===== src/sv/fhd_pkg.sv =====
// ----------------------------------------------------------------------------
// fhd_pkg: shared definitions for the fire heat diffusion block
// Grid geometry, register indexes, generator and palette helpers.
// ----------------------------------------------------------------------------
package fhd_pkg;

  localparam int GRID_ROWS = 16;
  localparam int GRID_COLS = 16;
  localparam int CELLS     = GRID_ROWS * GRID_COLS;
  localparam int ROW_W     = $clog2(GRID_ROWS);
  localparam int COL_W     = $clog2(GRID_COLS);
  localparam int ADDR_W    = $clog2(CELLS);
  localparam int CFG_IDX_W = 3;

  localparam logic [31:0] SEED_DEFAULT = 32'h9E37_79B9;
  // floor(n * 10923 / 2^16) == floor(n / 6) for n < 2048
  localparam logic [13:0] RECIP6 = 14'd10923;

  localparam logic [7:0] THR_RESET   = 8'd64;
  localparam logic [7:0] SPARK_RESET = 8'd160;
  localparam logic [7:0] COOL_RESET  = 8'd8;

  localparam logic CMD_TICK = 1'b0;
  localparam logic CMD_READ = 1'b1;

  typedef enum logic [CFG_IDX_W-1:0] {
    REG_PALETTE_MODE    = 3'd0,
    REG_SPAWN_THRESHOLD = 3'd1,
    REG_SPARK_MIN       = 3'd2,
    REG_COOLING         = 3'd3,
    REG_RNG_SEED        = 3'd4
  } cfg_reg_t;

  typedef struct packed {
    logic [7:0] r;
    logic [7:0] g;
    logic [7:0] b;
  } rgb_t;

  function automatic logic [31:0] xs32(input logic [31:0] s);
    logic [31:0] x;
    x = s ^ (s << 13);
    x = x ^ (x >> 17);
    x = x ^ (x << 5);
    return x;
  endfunction

  function automatic logic [ADDR_W-1:0] cell_addr(input logic [ROW_W-1:0] r,
                                                  input logic [COL_W-1:0] c);
    return ADDR_W'(ADDR_W'(r) * ADDR_W'(GRID_COLS)) + ADDR_W'(c);
  endfunction

  function automatic logic [7:0] clamp8(input logic [9:0] v);
    return (v > 10'd255) ? 8'hFF : v[7:0];
  endfunction

  function automatic rgb_t palette(input logic mode, input logic [7:0] h);
    logic [9:0] x;
    logic [9:0] hw;
    rgb_t       o;
    hw = {2'b00, h};
    x  = (hw << 1) + hw;
    if (mode) begin
      o.r = clamp8(x);
      o.g = (x > 10'd255) ? clamp8(x - 10'd255) : 8'd0;
      o.b = (x > 10'd510) ? clamp8(x - 10'd510) : 8'd0;
    end else begin
      o.r = h;
      o.g = (h > 8'd128) ? clamp8((hw - 10'd128) << 1) : 8'd0;
      o.b = (h > 8'd224) ? clamp8((hw - 10'd224) << 2) : 8'd0;
    end
    return o;
  endfunction

endpackage


===== src/sv/fhd_ram.sv =====
// ----------------------------------------------------------------------------
// fhd_ram: generic RAM
// One write port, two read ports, read data registered.
// ----------------------------------------------------------------------------
module fhd_ram #(
  parameter int WIDTH = 8,
  parameter int DEPTH = 256
) (
  input  logic                     clk,
  input  logic                     we,
  input  logic [$clog2(DEPTH)-1:0] waddr,
  input  logic [WIDTH-1:0]         wdata,
  input  logic [$clog2(DEPTH)-1:0] raddr_a,
  output logic [WIDTH-1:0]         rdata_a,
  input  logic [$clog2(DEPTH)-1:0] raddr_b,
  output logic [WIDTH-1:0]         rdata_b
);

  logic [WIDTH-1:0] mem [DEPTH];

  always_ff @(posedge clk) begin
    if (we) begin
      mem[waddr] <= wdata;
    end
    rdata_a <= mem[raddr_a];
    rdata_b <= mem[raddr_b];
  end

endmodule


===== src/sv/fire_heat_diffusion_top.sv =====
// ----------------------------------------------------------------------------
// fire_heat_diffusion_top: fire effect heat grid with palette read-out
//
// Input channel (in_valid/in_ready, fields cmd/row/col) takes one transaction
// per item. cmd = tick runs one simulation step and returns nothing; cmd =
// read returns one transaction on the output channel (out_valid/out_ready)
// with the cell's colour and raw heat, all zero for a cell outside the grid.
// Configuration is a plain write port (cfg_wr_en, cfg_index, cfg_data);
// writing rng_seed reloads the generator, zero meaning the default seed.
// Write it only while the block is idle.
// Read: accept presents the address to the RAM, and S_PIX loads the read
// data into the output register. Tick: seeding visits each bottom cell in
// S_SEED, adding S_DRAW2 (second draw) and an 8-step bit-serial remainder
// in S_MOD when a spark spawns; then each upper cell runs S_RD1, S_RD2,
// S_CALC, S_WR; the single shared subtractor and two read ports set this order.
// Reset clears the grid at once through per-row valid bits (no clearing
// pass), loads the default seed and register values.
// A stalled receiver holds a read in its last cycle; ticks still proceed
// while a result waits in the output register.
// ----------------------------------------------------------------------------
module fire_heat_diffusion_top
  import fhd_pkg::*;
(
  input  logic                 clk,
  input  logic                 rst,
  input  logic                 in_valid,
  output logic                 in_ready,
  input  logic                 cmd,
  input  logic [3:0]           row,
  input  logic [3:0]           col,
  output logic                 out_valid,
  input  logic                 out_ready,
  output logic [7:0]           red,
  output logic [7:0]           green,
  output logic [7:0]           blue,
  output logic [7:0]           heat_value,
  input  logic                 cfg_wr_en,
  input  logic [CFG_IDX_W-1:0] cfg_index,
  input  logic [31:0]          cfg_data
);

  typedef enum logic [8:0] {
    S_IDLE  = 9'b000000001,
    S_PIX   = 9'b000000010,
    S_SEED  = 9'b000000100,
    S_DRAW2 = 9'b000001000,
    S_MOD   = 9'b000010000,
    S_RD1   = 9'b000100000,
    S_RD2   = 9'b001000000,
    S_CALC  = 9'b010000000,
    S_WR    = 9'b100000000
  } state_t;

  localparam logic [ROW_W-1:0] LAST_ROW = ROW_W'(GRID_ROWS - 1);
  localparam logic [ROW_W-1:0] PROP_END = ROW_W'(GRID_ROWS - 2);
  localparam logic [COL_W-1:0] LAST_COL = COL_W'(GRID_COLS - 1);

  state_t state;

  // configuration
  logic       palette_mode;
  logic [7:0] spawn_threshold;
  logic [7:0] spark_min;
  logic [7:0] cooling;
  logic [31:0] rng;

  // sequencer position
  logic [ROW_W-1:0] r;
  logic [COL_W-1:0] c;
  logic [ROW_W-1:0] pix_row;
  logic [COL_W-1:0] pix_col;
  logic             pix_oob;

  // remainder unit
  logic [7:0] num;
  logic [7:0] rem;
  logic [2:0] mod_cnt;

  // cell update datapath
  logic [7:0]  below;
  logic [7:0]  below2;
  logic [23:0] prod;

  // grid storage
  logic [GRID_ROWS-1:0] row_valid;
  logic                 va_q;
  logic                 vb_q;
  logic [7:0]           rdata_a;
  logic [7:0]           rdata_b;
  logic [7:0]           da;
  logic [7:0]           db;
  logic [ROW_W-1:0]     a_row;
  logic [COL_W-1:0]     a_col;
  logic [ROW_W-1:0]     b_row;
  logic [COL_W-1:0]     b_col;
  logic                 mem_we;
  logic [ROW_W-1:0]     w_row;
  logic [7:0]           w_data;

  // shared subtractor
  logic [8:0] sub_a;
  logic [8:0] sub_b;
  logic [9:0] diff;
  logic       borrow;

  logic [31:0]    xs_next;
  logic [8:0]     span;
  logic [8:0]     rem_shift;
  logic [7:0]     rem_next;
  logic [ROW_W:0] r_plus2;
  logic [ROW_W-1:0] r2_row;
  logic [10:0]    sum;
  logic [7:0]     avg;
  logic [7:0]     cooled;
  logic           out_free;
  logic           in_oob;
  logic [7:0]     pix_heat;
  rgb_t           pix_rgb;

  assign in_ready = (state == S_IDLE);
  assign out_free = !out_valid || out_ready;

  assign xs_next   = xs32(rng);
  assign span      = 9'd256 - {1'b0, spark_min};
  assign rem_shift = {rem, num[7]};
  assign r_plus2   = {1'b0, r} + (ROW_W + 1)'(2);
  assign r2_row    = (r_plus2 < (ROW_W + 1)'(GRID_ROWS)) ? r_plus2[ROW_W-1:0] : r + 1'b1;
  assign in_oob    = (int'(row) >= GRID_ROWS) || (int'(col) >= GRID_COLS);

  assign da = va_q ? rdata_a : 8'd0;
  assign db = vb_q ? rdata_b : 8'd0;

  // one subtractor: spawn compare, remainder step, cooling
  always_comb begin
    case (state)
      S_SEED: begin
        sub_a = {1'b0, xs_next[31:24]};
        sub_b = {1'b0, spawn_threshold};
      end
      S_MOD: begin
        sub_a = rem_shift;
        sub_b = span;
      end
      default: begin
        sub_a = {1'b0, avg};
        sub_b = {1'b0, cooling};
      end
    endcase
  end

  assign diff     = {1'b0, sub_a} - {1'b0, sub_b};
  assign borrow   = diff[9];
  assign rem_next = borrow ? rem_shift[7:0] : diff[7:0];
  assign avg      = prod[23:16];
  assign cooled   = borrow ? 8'd0 : diff[7:0];
  assign sum      = {2'b00, below, 1'b0} + {3'b000, da} + {3'b000, db} + {3'b000, below2};

  // read addresses
  always_comb begin
    b_row = r + 1'b1;
    b_col = c;
    case (state)
      S_IDLE: begin
        a_row = ROW_W'(row);
        a_col = COL_W'(col);
      end
      S_PIX: begin
        a_row = pix_row;
        a_col = pix_col;
      end
      S_RD1: begin
        a_row = r + 1'b1;
        a_col = c;
        b_row = r2_row;
      end
      S_RD2: begin
        a_row = r + 1'b1;
        a_col = (c == '0) ? c : c - 1'b1;
        b_col = (c == LAST_COL) ? c : c + 1'b1;
      end
      default: begin
        a_row = r + 1'b1;
        a_col = c;
      end
    endcase
  end

  // write port
  always_comb begin
    mem_we = 1'b0;
    w_row  = r;
    w_data = cooled;
    case (state)
      S_SEED: begin
        mem_we = borrow == 1'b0;
        w_row  = LAST_ROW;
        w_data = 8'd0;
      end
      S_MOD: begin
        mem_we = (mod_cnt == 3'd7);
        w_row  = LAST_ROW;
        w_data = spark_min + rem_next;
      end
      S_WR: begin
        mem_we = 1'b1;
      end
      default: begin
        mem_we = 1'b0;
      end
    endcase
  end

  fhd_ram #(
    .WIDTH (8),
    .DEPTH (CELLS)
  ) u_grid (
    .clk     (clk),
    .we      (mem_we),
    .waddr   (cell_addr(w_row, c)),
    .wdata   (w_data),
    .raddr_a (cell_addr(a_row, a_col)),
    .rdata_a (rdata_a),
    .raddr_b (cell_addr(b_row, b_col)),
    .rdata_b (rdata_b)
  );

  assign pix_heat = pix_oob ? 8'd0 : da;
  assign pix_rgb  = palette(palette_mode, pix_heat);

  // payload registers
  always_ff @(posedge clk) begin
    va_q <= row_valid[a_row];
    vb_q <= row_valid[b_row];
    if (state == S_IDLE) begin
      pix_row <= ROW_W'(row);
      pix_col <= COL_W'(col);
      pix_oob <= in_oob;
    end
    if (state == S_DRAW2) begin
      num <= xs_next[31:24];
      rem <= 8'd0;
    end
    if (state == S_MOD) begin
      num <= num << 1;
      rem <= rem_next;
    end
    if (state == S_RD2) begin
      below  <= da;
      below2 <= db;
    end
    if (state == S_CALC) begin
      prod <= 24'(sum) * 24'(RECIP6);
    end
    if (state == S_PIX && out_free) begin
      red        <= pix_rgb.r;
      green      <= pix_rgb.g;
      blue       <= pix_rgb.b;
      heat_value <= pix_heat;
    end
  end

  // control
  always_ff @(posedge clk) begin
    if (rst) begin
      state           <= S_IDLE;
      out_valid       <= 1'b0;
      row_valid       <= '0;
      r               <= '0;
      c               <= '0;
      mod_cnt         <= '0;
      rng             <= SEED_DEFAULT;
      palette_mode    <= 1'b0;
      spawn_threshold <= THR_RESET;
      spark_min       <= SPARK_RESET;
      cooling         <= COOL_RESET;
    end else begin
      if (mem_we) begin
        row_valid[w_row] <= 1'b1;
      end

      if (state == S_PIX && out_free) begin
        out_valid <= 1'b1;
      end else if (out_ready) begin
        out_valid <= 1'b0;
      end

      case (state)
        S_IDLE: begin
          if (in_valid) begin
            if (cmd == CMD_READ) begin
              state <= S_PIX;
            end else begin
              c     <= '0;
              state <= S_SEED;
            end
          end
        end
        S_PIX: begin
          if (out_free) begin
            state <= S_IDLE;
          end
        end
        S_SEED: begin
          rng <= xs_next;
          if (borrow) begin
            state <= S_DRAW2;
          end else if (c == LAST_COL) begin
            c     <= '0;
            r     <= '0;
            state <= S_RD1;
          end else begin
            c <= c + 1'b1;
          end
        end
        S_DRAW2: begin
          rng     <= xs_next;
          mod_cnt <= '0;
          state   <= S_MOD;
        end
        S_MOD: begin
          mod_cnt <= mod_cnt + 1'b1;
          if (mod_cnt == 3'd7) begin
            if (c == LAST_COL) begin
              c     <= '0;
              r     <= '0;
              state <= S_RD1;
            end else begin
              c     <= c + 1'b1;
              state <= S_SEED;
            end
          end
        end
        S_RD1: begin
          state <= S_RD2;
        end
        S_RD2: begin
          state <= S_CALC;
        end
        S_CALC: begin
          state <= S_WR;
        end
        S_WR: begin
          state <= S_RD1;
          if (c == LAST_COL) begin
            c <= '0;
            if (r == PROP_END) begin
              state <= S_IDLE;
            end else begin
              r <= r + 1'b1;
            end
          end else begin
            c <= c + 1'b1;
          end
        end
        default: begin
          state <= S_IDLE;
        end
      endcase

      if (cfg_wr_en) begin
        case (cfg_index)
          REG_PALETTE_MODE:    palette_mode    <= cfg_data[0];
          REG_SPAWN_THRESHOLD: spawn_threshold <= cfg_data[7:0];
          REG_SPARK_MIN:       spark_min       <= cfg_data[7:0];
          REG_COOLING:         cooling         <= cfg_data[7:0];
          REG_RNG_SEED:        rng <= (cfg_data == 32'd0) ? SEED_DEFAULT : cfg_data;
          default:             ;
        endcase
      end
    end
  end

  // checks
  a_rem_below_span: assert property (@(posedge clk) disable iff (rst)
    (state == S_MOD) |-> ({1'b0, rem} < span))
    else $error("remainder out of range");

  a_write_only_in_tick: assert property (@(posedge clk) disable iff (rst)
    mem_we |-> (state == S_SEED || state == S_MOD || state == S_WR))
    else $error("grid write outside a tick");

  a_read_goes_pix: assert property (@(posedge clk) disable iff (rst)
    (in_valid && in_ready && cmd == CMD_READ) |=> (state == S_PIX))
    else $error("read transaction not serviced");

  a_pix_loads_out: assert property (@(posedge clk) disable iff (rst)
    (state == S_PIX && out_free) |=> (out_valid && state == S_IDLE))
    else $error("read result not presented");

  a_rng_nonzero: assert property (@(posedge clk) disable iff (rst)
    rng != 32'd0)
    else $error("generator stuck at zero");

endmodule

===== config.mk =====
export PLATFORM = sky130hd
export DESIGN_NAME = fire_heat_diffusion_top
export DESIGN_NICKNAME = d
export VERILOG_FILES = /design/src/sv/fhd_pkg.sv /design/src/sv/fhd_ram.sv /design/src/sv/fire_heat_diffusion_top.sv
export SDC_FILE = /design/constraint.sdc
export NUM_CORES = 2
export LEC_CHECK = 0
export BUFFER_PORTS_ARGS = -buffer_cell sky130_fd_sc_hd__buf_2
export CAP_MARGIN = 20
export CORE_AREA = 2 2 330 495
export DETAILED_ROUTE_END_ITERATION = 6
export DIE_AREA = 0 0 332 497
export GPL_TIMING_DRIVEN = 0
export PLACE_DENSITY_LB_ADDON = 0.2
export SLEW_MARGIN = 20
export SYNTH_ARGS = -nofsm -noshare
export SYNTH_HDL_FRONTEND = slang
export SYNTH_HIERARCHICAL = 1
export SYNTH_SLANG_ARGS = --single-unit

===== constraint.sdc =====
create_clock -name clk -period 39.7 [get_ports clk]
set_input_delay 7.94 -clock clk [delete_from_list [all_inputs] [get_ports clk]]
set_output_delay 7.94 -clock clk [all_outputs]
set_load 0.01 [all_outputs]

==> qor.yml, run 1 <==
grt_max_degree: 41
haltStage: "5_1_grt"
synth_top_area_share_pct: 57.90
syn_avg_cell_area_um2: 17.52
cts_buffers: 197
yosys-top-cells-area: "edfxtp_1 (58%), mux4_2 (21%), mux2i_1 (2.5%)"
synth_edf_count: 2127
syn-num-nets: 6515
yosysUniqueCellTypes: 97
initial_core_util_pct: 68.79
pin_count: 83
grtUsageTotal_pct: 78.34
status: "aborted with a tool error"
overflow: 893
io_buffers: 80
htree_levels: 4
syn_inst: 6295
first_global_vias: 90940
dieHeight_um: 497
ys_ff_latch: 2240
place_area_mm2: 0.1164
clock_sinks: 2240
ctsResizeCount: 0
num_rows: 180
syn-cell-area_mm2: 0.1103
yosys_most_used_dff: "edfxtp_1"
cts.root.buffer_cell: "clkbuf_16"
synthArstFlopShare_pct: 0
yosys_warnings: 6
yosysTopAreaCell: "edfxtp_1"
place_hpwl_mm: 384.3
post_cts_buffers: 0
clockBufferDepth: 3
error_message: "[ERROR GRT-0116] Global routing finished with congestion. Check the congestion regions in the DRC Viewer."
yosysSeqAreaShare_pct: 59.95
grt_first_pass_wirelength_mm: 875.9
synth_common_cells: "edfxtp_1 (2127), mux4_2 (1051), nor2_1 (456)"
synth_most_common_cell: "edfxtp_1"
place.gp.congestion: 1.253
die-width_um: 332
ctsHoldBuffers: 0
cells by family after synthesis:
group                      after synthesis  share of synthesized area (%)
xor gates and xnor gates               137                          1.101
and+or+nand+nor                       1024                          4.243
DFF                                   2240                          59.95
AOI/OAI and AO/OA                      757                          4.893
muxes                                 1375                          24.46
adders and majority gates              171                          2.294
buffers and inverters                  591                          3.058
routing by layer:
metal | track usage (%) | GRT overflow
met5 | 39.64 | 7
met4 | 75.56 | 384
met3 | 67.38 | 19
met2 | 92.62 | 455
met1 | 77.55 | 28
stage by stage:
| stage | std cells | worst slack [ps] | hold WS, ps | utilization (%) |
|---|---|---|---|---|
| after detailed placement | 8577 | 25880 | 449.3 | 72.56 |
| after CTS | 8937 | 26660 | 458.9 | 76.57 |
| after global placement | 8468 | 12680 | 443.7 | 70.67 |
| after floorplan | 6295 | 24530 | 436.1 | - |
==> run 2: changes to the inputs <==
--- a/config.mk
+++ b/config.mk
@@ -7,11 +7,11 @@
 export LEC_CHECK = 0
 export BUFFER_PORTS_ARGS = -buffer_cell sky130_fd_sc_hd__buf_2
 export CAP_MARGIN = 20
-export CORE_AREA = 2 2 330 495
+export CORE_AREA = 2 2 529 531
 export DETAILED_ROUTE_END_ITERATION = 6
-export DIE_AREA = 0 0 332 497
+export DIE_AREA = 0 0 531 533
 export GPL_TIMING_DRIVEN = 0
-export PLACE_DENSITY_LB_ADDON = 0.2
+export PLACE_DENSITY_LB_ADDON = 0.15
 export SLEW_MARGIN = 20
 export SYNTH_ARGS = -nofsm -noshare
 export SYNTH_HDL_FRONTEND = slang
==> qor.yml, run 2 <==
leakage_nw: 41.06
drive_gt1_share_pct: 31.88
clock_latency_ps: 980
cts.root.buffer_cell: "clkbuf_16"  # unchanged
ctsHoldBuffers: 0  # unchanged
hp-start: "cooling[1]$_SDFFE_PP0P_"
dieHeight_um: 533  # was 497 um
final_cell_mix: "edfxtp_1 (2127), mux4_2 (1051), nor2_1 (335)"
yosys-top-cells-area: "edfxtp_1 (58%), mux4_2 (21%), mux2i_1 (2.5%)"  # unchanged
period_minus_slack_ps: 13870
place.gp.congestion: 1.090  # was 1.253
largest_registers: "u_grid/mem x2048, rng x32, row_valid x16"
synth-adder-area-share_pct: 2.294  # unchanged
yosysSeqAreaShare_pct: 59.95  # unchanged
powerDensity_mw_per_mm2: 57.23
start_kind: "input pin"
setup_viol: 0
largest_reg_flops: 2048
regArea_mm2: 0.06613
synthMuxAreaShare_pct: 24.46  # unchanged
timing.hold.ws_ps: 456.0
overflow: 0
syn-cell-area_mm2: 0.1103  # unchanged
critPathArrivalTime_ps: 14590
rr_endpoint: "u_grid/rdata_a[3]$_DFF_P_"
first_pass_iters: 6
clk_pin_slew_ps: 60
viasPerCell: 7.097
r2r_cells: 17
hold_viol_final: 0
grt.met2_usage_pct: 56.43
synth_most_common_cell: "edfxtp_1"  # unchanged
antenna_found_initial: 92
top_usage_layer: "met2"
wire_per_inst_um: 52.85
cp-end-kind: "register"
rsz0062_at_grt: "no"
tns_ps: 0
hp-class: "register to register"
fill_cells: 23890
vdd_drop_max_mv: 0.03756
ys_ff_latch: 2240  # unchanged
io_buffers: 80  # unchanged
worstMarginPinSlew_ps: 1366
synth_xor_xnor_area_share_pct: 1.101  # unchanged
synth_compound_area_share_pct: 4.893  # unchanged
first_global_vias: 70970
place_hpwl_mm: 418.4  # was 384.3 mm
max_cap_viol_count: 0
area_growth_pct: 16.09
vias: 76530
yosys_warnings: 6  # unchanged
finalWirelength_mm: 570.0
finalCritPeriodShare_pct: 34.94
grt_max_degree: 35
syn-num-nets: 6515  # unchanged
grtUsageTotal_pct: 39.94
cts_buffers: 267  # was 197
clock_sinks: 2240  # unchanged
synthArstFlopShare_pct: 0  # unchanged
status: "finished, final reports clean"  # was aborted with a tool error
synth_edf_count: 2127  # unchanged
cts_tree: "built"
yosysUniqueCellTypes: 97  # unchanged
pin_count: 83  # unchanged
drv_slew: 0
finalNonFillerCells: 10780
yosys_most_used_dff: "edfxtp_1"  # unchanged
synth_simple_gate_area_share_pct: 4.243  # unchanged
htree_levels: 5  # was 4
initial_core_util_pct: 39.69  # was 68.79%
synth_top_family_by_area: "multiplexers"  # unchanged
utilization_pct: 46.07
min_path_cells: 2
worstSetupPathType: "input pin to register"
ant_nets: 0
grt_use_met1_pct: 49.30
r2r_setup_slack_ps: 30650
synth_common_cells: "edfxtp_1 (2127), mux4_2 (1051), nor2_1 (456)"  # unchanged
grt_first_pass_wirelength_mm: 724.3
dp_cells: 10260  # was 8577
rr_startpoint: "state[3]$_SDFFE_PP0P_"
fin_skew_ps: 62.32
synth_top_area_share_pct: 57.90  # unchanged
grtUsageMet3_pct: 14.87
core_area_mm2: 0.2779
required_ps: 40420
die-width_um: 531  # was 332 um
syn_avg_cell_area_um2: 17.52  # unchanged
drtIter0Drc: 13600
crit_fanout: 10
fmax_mhz: 72.09
post_cts_buffers: 0  # unchanged
yosysTopAreaCell: "edfxtp_1"  # unchanged
drc_errors: 0
slew_headroom_pct: 8.357
largest-register: "u_grid/mem"
multiInputGateArea_mm2: 0.04134
dieArea_mm2: 0.2830
final_nets: 7029
num_rows: 194  # was 180
layout.cells.most_common: "edfxtp_1"
clockBufferDepth: 4  # was 3
syn_inst: 6295  # unchanged
ctsResizeCount: 0  # unchanged
holdPathEnd: "cooling[1]$_SDFFE_PP0P_"
-- run 2: cell counts after synthesis --
Identical to the previous run, type by type.
-- run 2: per-layer routing --
metal | vias to the layer above | routed length [um]
met1 | 40750 | 199300
met4 | 38 | 54580
met3 | 1800 | 75650
met2 | 6666 | 240100
met5 | - | 294
li1 | 27280 | -
-- run 2: worst max path at each step --
stage / start / to / slack [ps] / cells after the start
CTS: col[1] / u_grid/rdata_a[3]$_DFF_P_ / 26510 / 14
detailed placement: col[1] / u_grid/rdata_a[3]$_DFF_P_ / 25580 / 14
floorplan: state[8]$_SDFFE_PP0P_ / u_grid/mem[0][0]$_DFFE_PP_ / 24530 / 15
global placement: state[0]$_SDFFE_PP1P_ / u_grid/mem[218][0]$_DFFE_PP_ / 9150 / 15
finish: col[1] / u_grid/rdata_a[3]$_DFF_P_ / 25830 / 14
global route: col[1] / u_grid/rdata_a[2]$_DFF_P_ / 26390 / 14
-- run 2: critical path: stages --
cell and delay, ps:
buf_2 90, a22oi_1 150, o211ai_1 170, buf_2 490, buf_4 540, buf_4 460
nand2_1 770, clkbuf_1 440, buf_6 230, o221ai_1 640, o22ai_1 240, o31ai_2 780
a211oi_1 420, a211oi_1 1080
-- run 2: per-stage QoR --
| stage | cell area [um^2] | power [mW] | worst slack [ps] |
|---|---|---|---|
| floorplan | 110300 | 3.705 | 24530 |
| global placement | 115400 | 4.833 | 9150 |
| detailed placement | 119600 | 4.855 | 25580 |
| CTS | 127800 | 7.205 | 26510 |
| global route | 127900 | 7.337 | 26390 |
| finish | 128100 | 7.329 | 25830 |
-- run 2: kinds of logic after synthesis --
group / Yosys count
AOI/OAI and AO/OA: 757
xor gates and xnor gates: 137
adders and majority gates: 171
buffers and inverters: 591
DFF: 2240
muxes: 1375
and+or+nand+nor: 1024
-- run 2: layout make-up --
class | instances | share of cell area, %
timing repair buffer | 245 | 3.213
tap | 3724 | 3.639
buffer | 447 | 2.308
clock inverter | 122 | 0.7856
multi-input combinational | 3464 | 32.28
antenna | 52 | 0.1016
inverter | 144 | 0.4221
sequential | 2240 | 51.65
clock buffer | 346 | 5.604
-- run 2: power by group --
group / total [mW] / switching, mW / internal (mW)
Clock: 2.39 / 1.04 / 1.34
Sequential: 2.69 / 0.00909 / 2.68
Combinational: 2.25 / 1.58 / 0.675
Total: 7.33 / 2.63 / 4.70
Note: power is estimated with default switching activity, not from simulation.
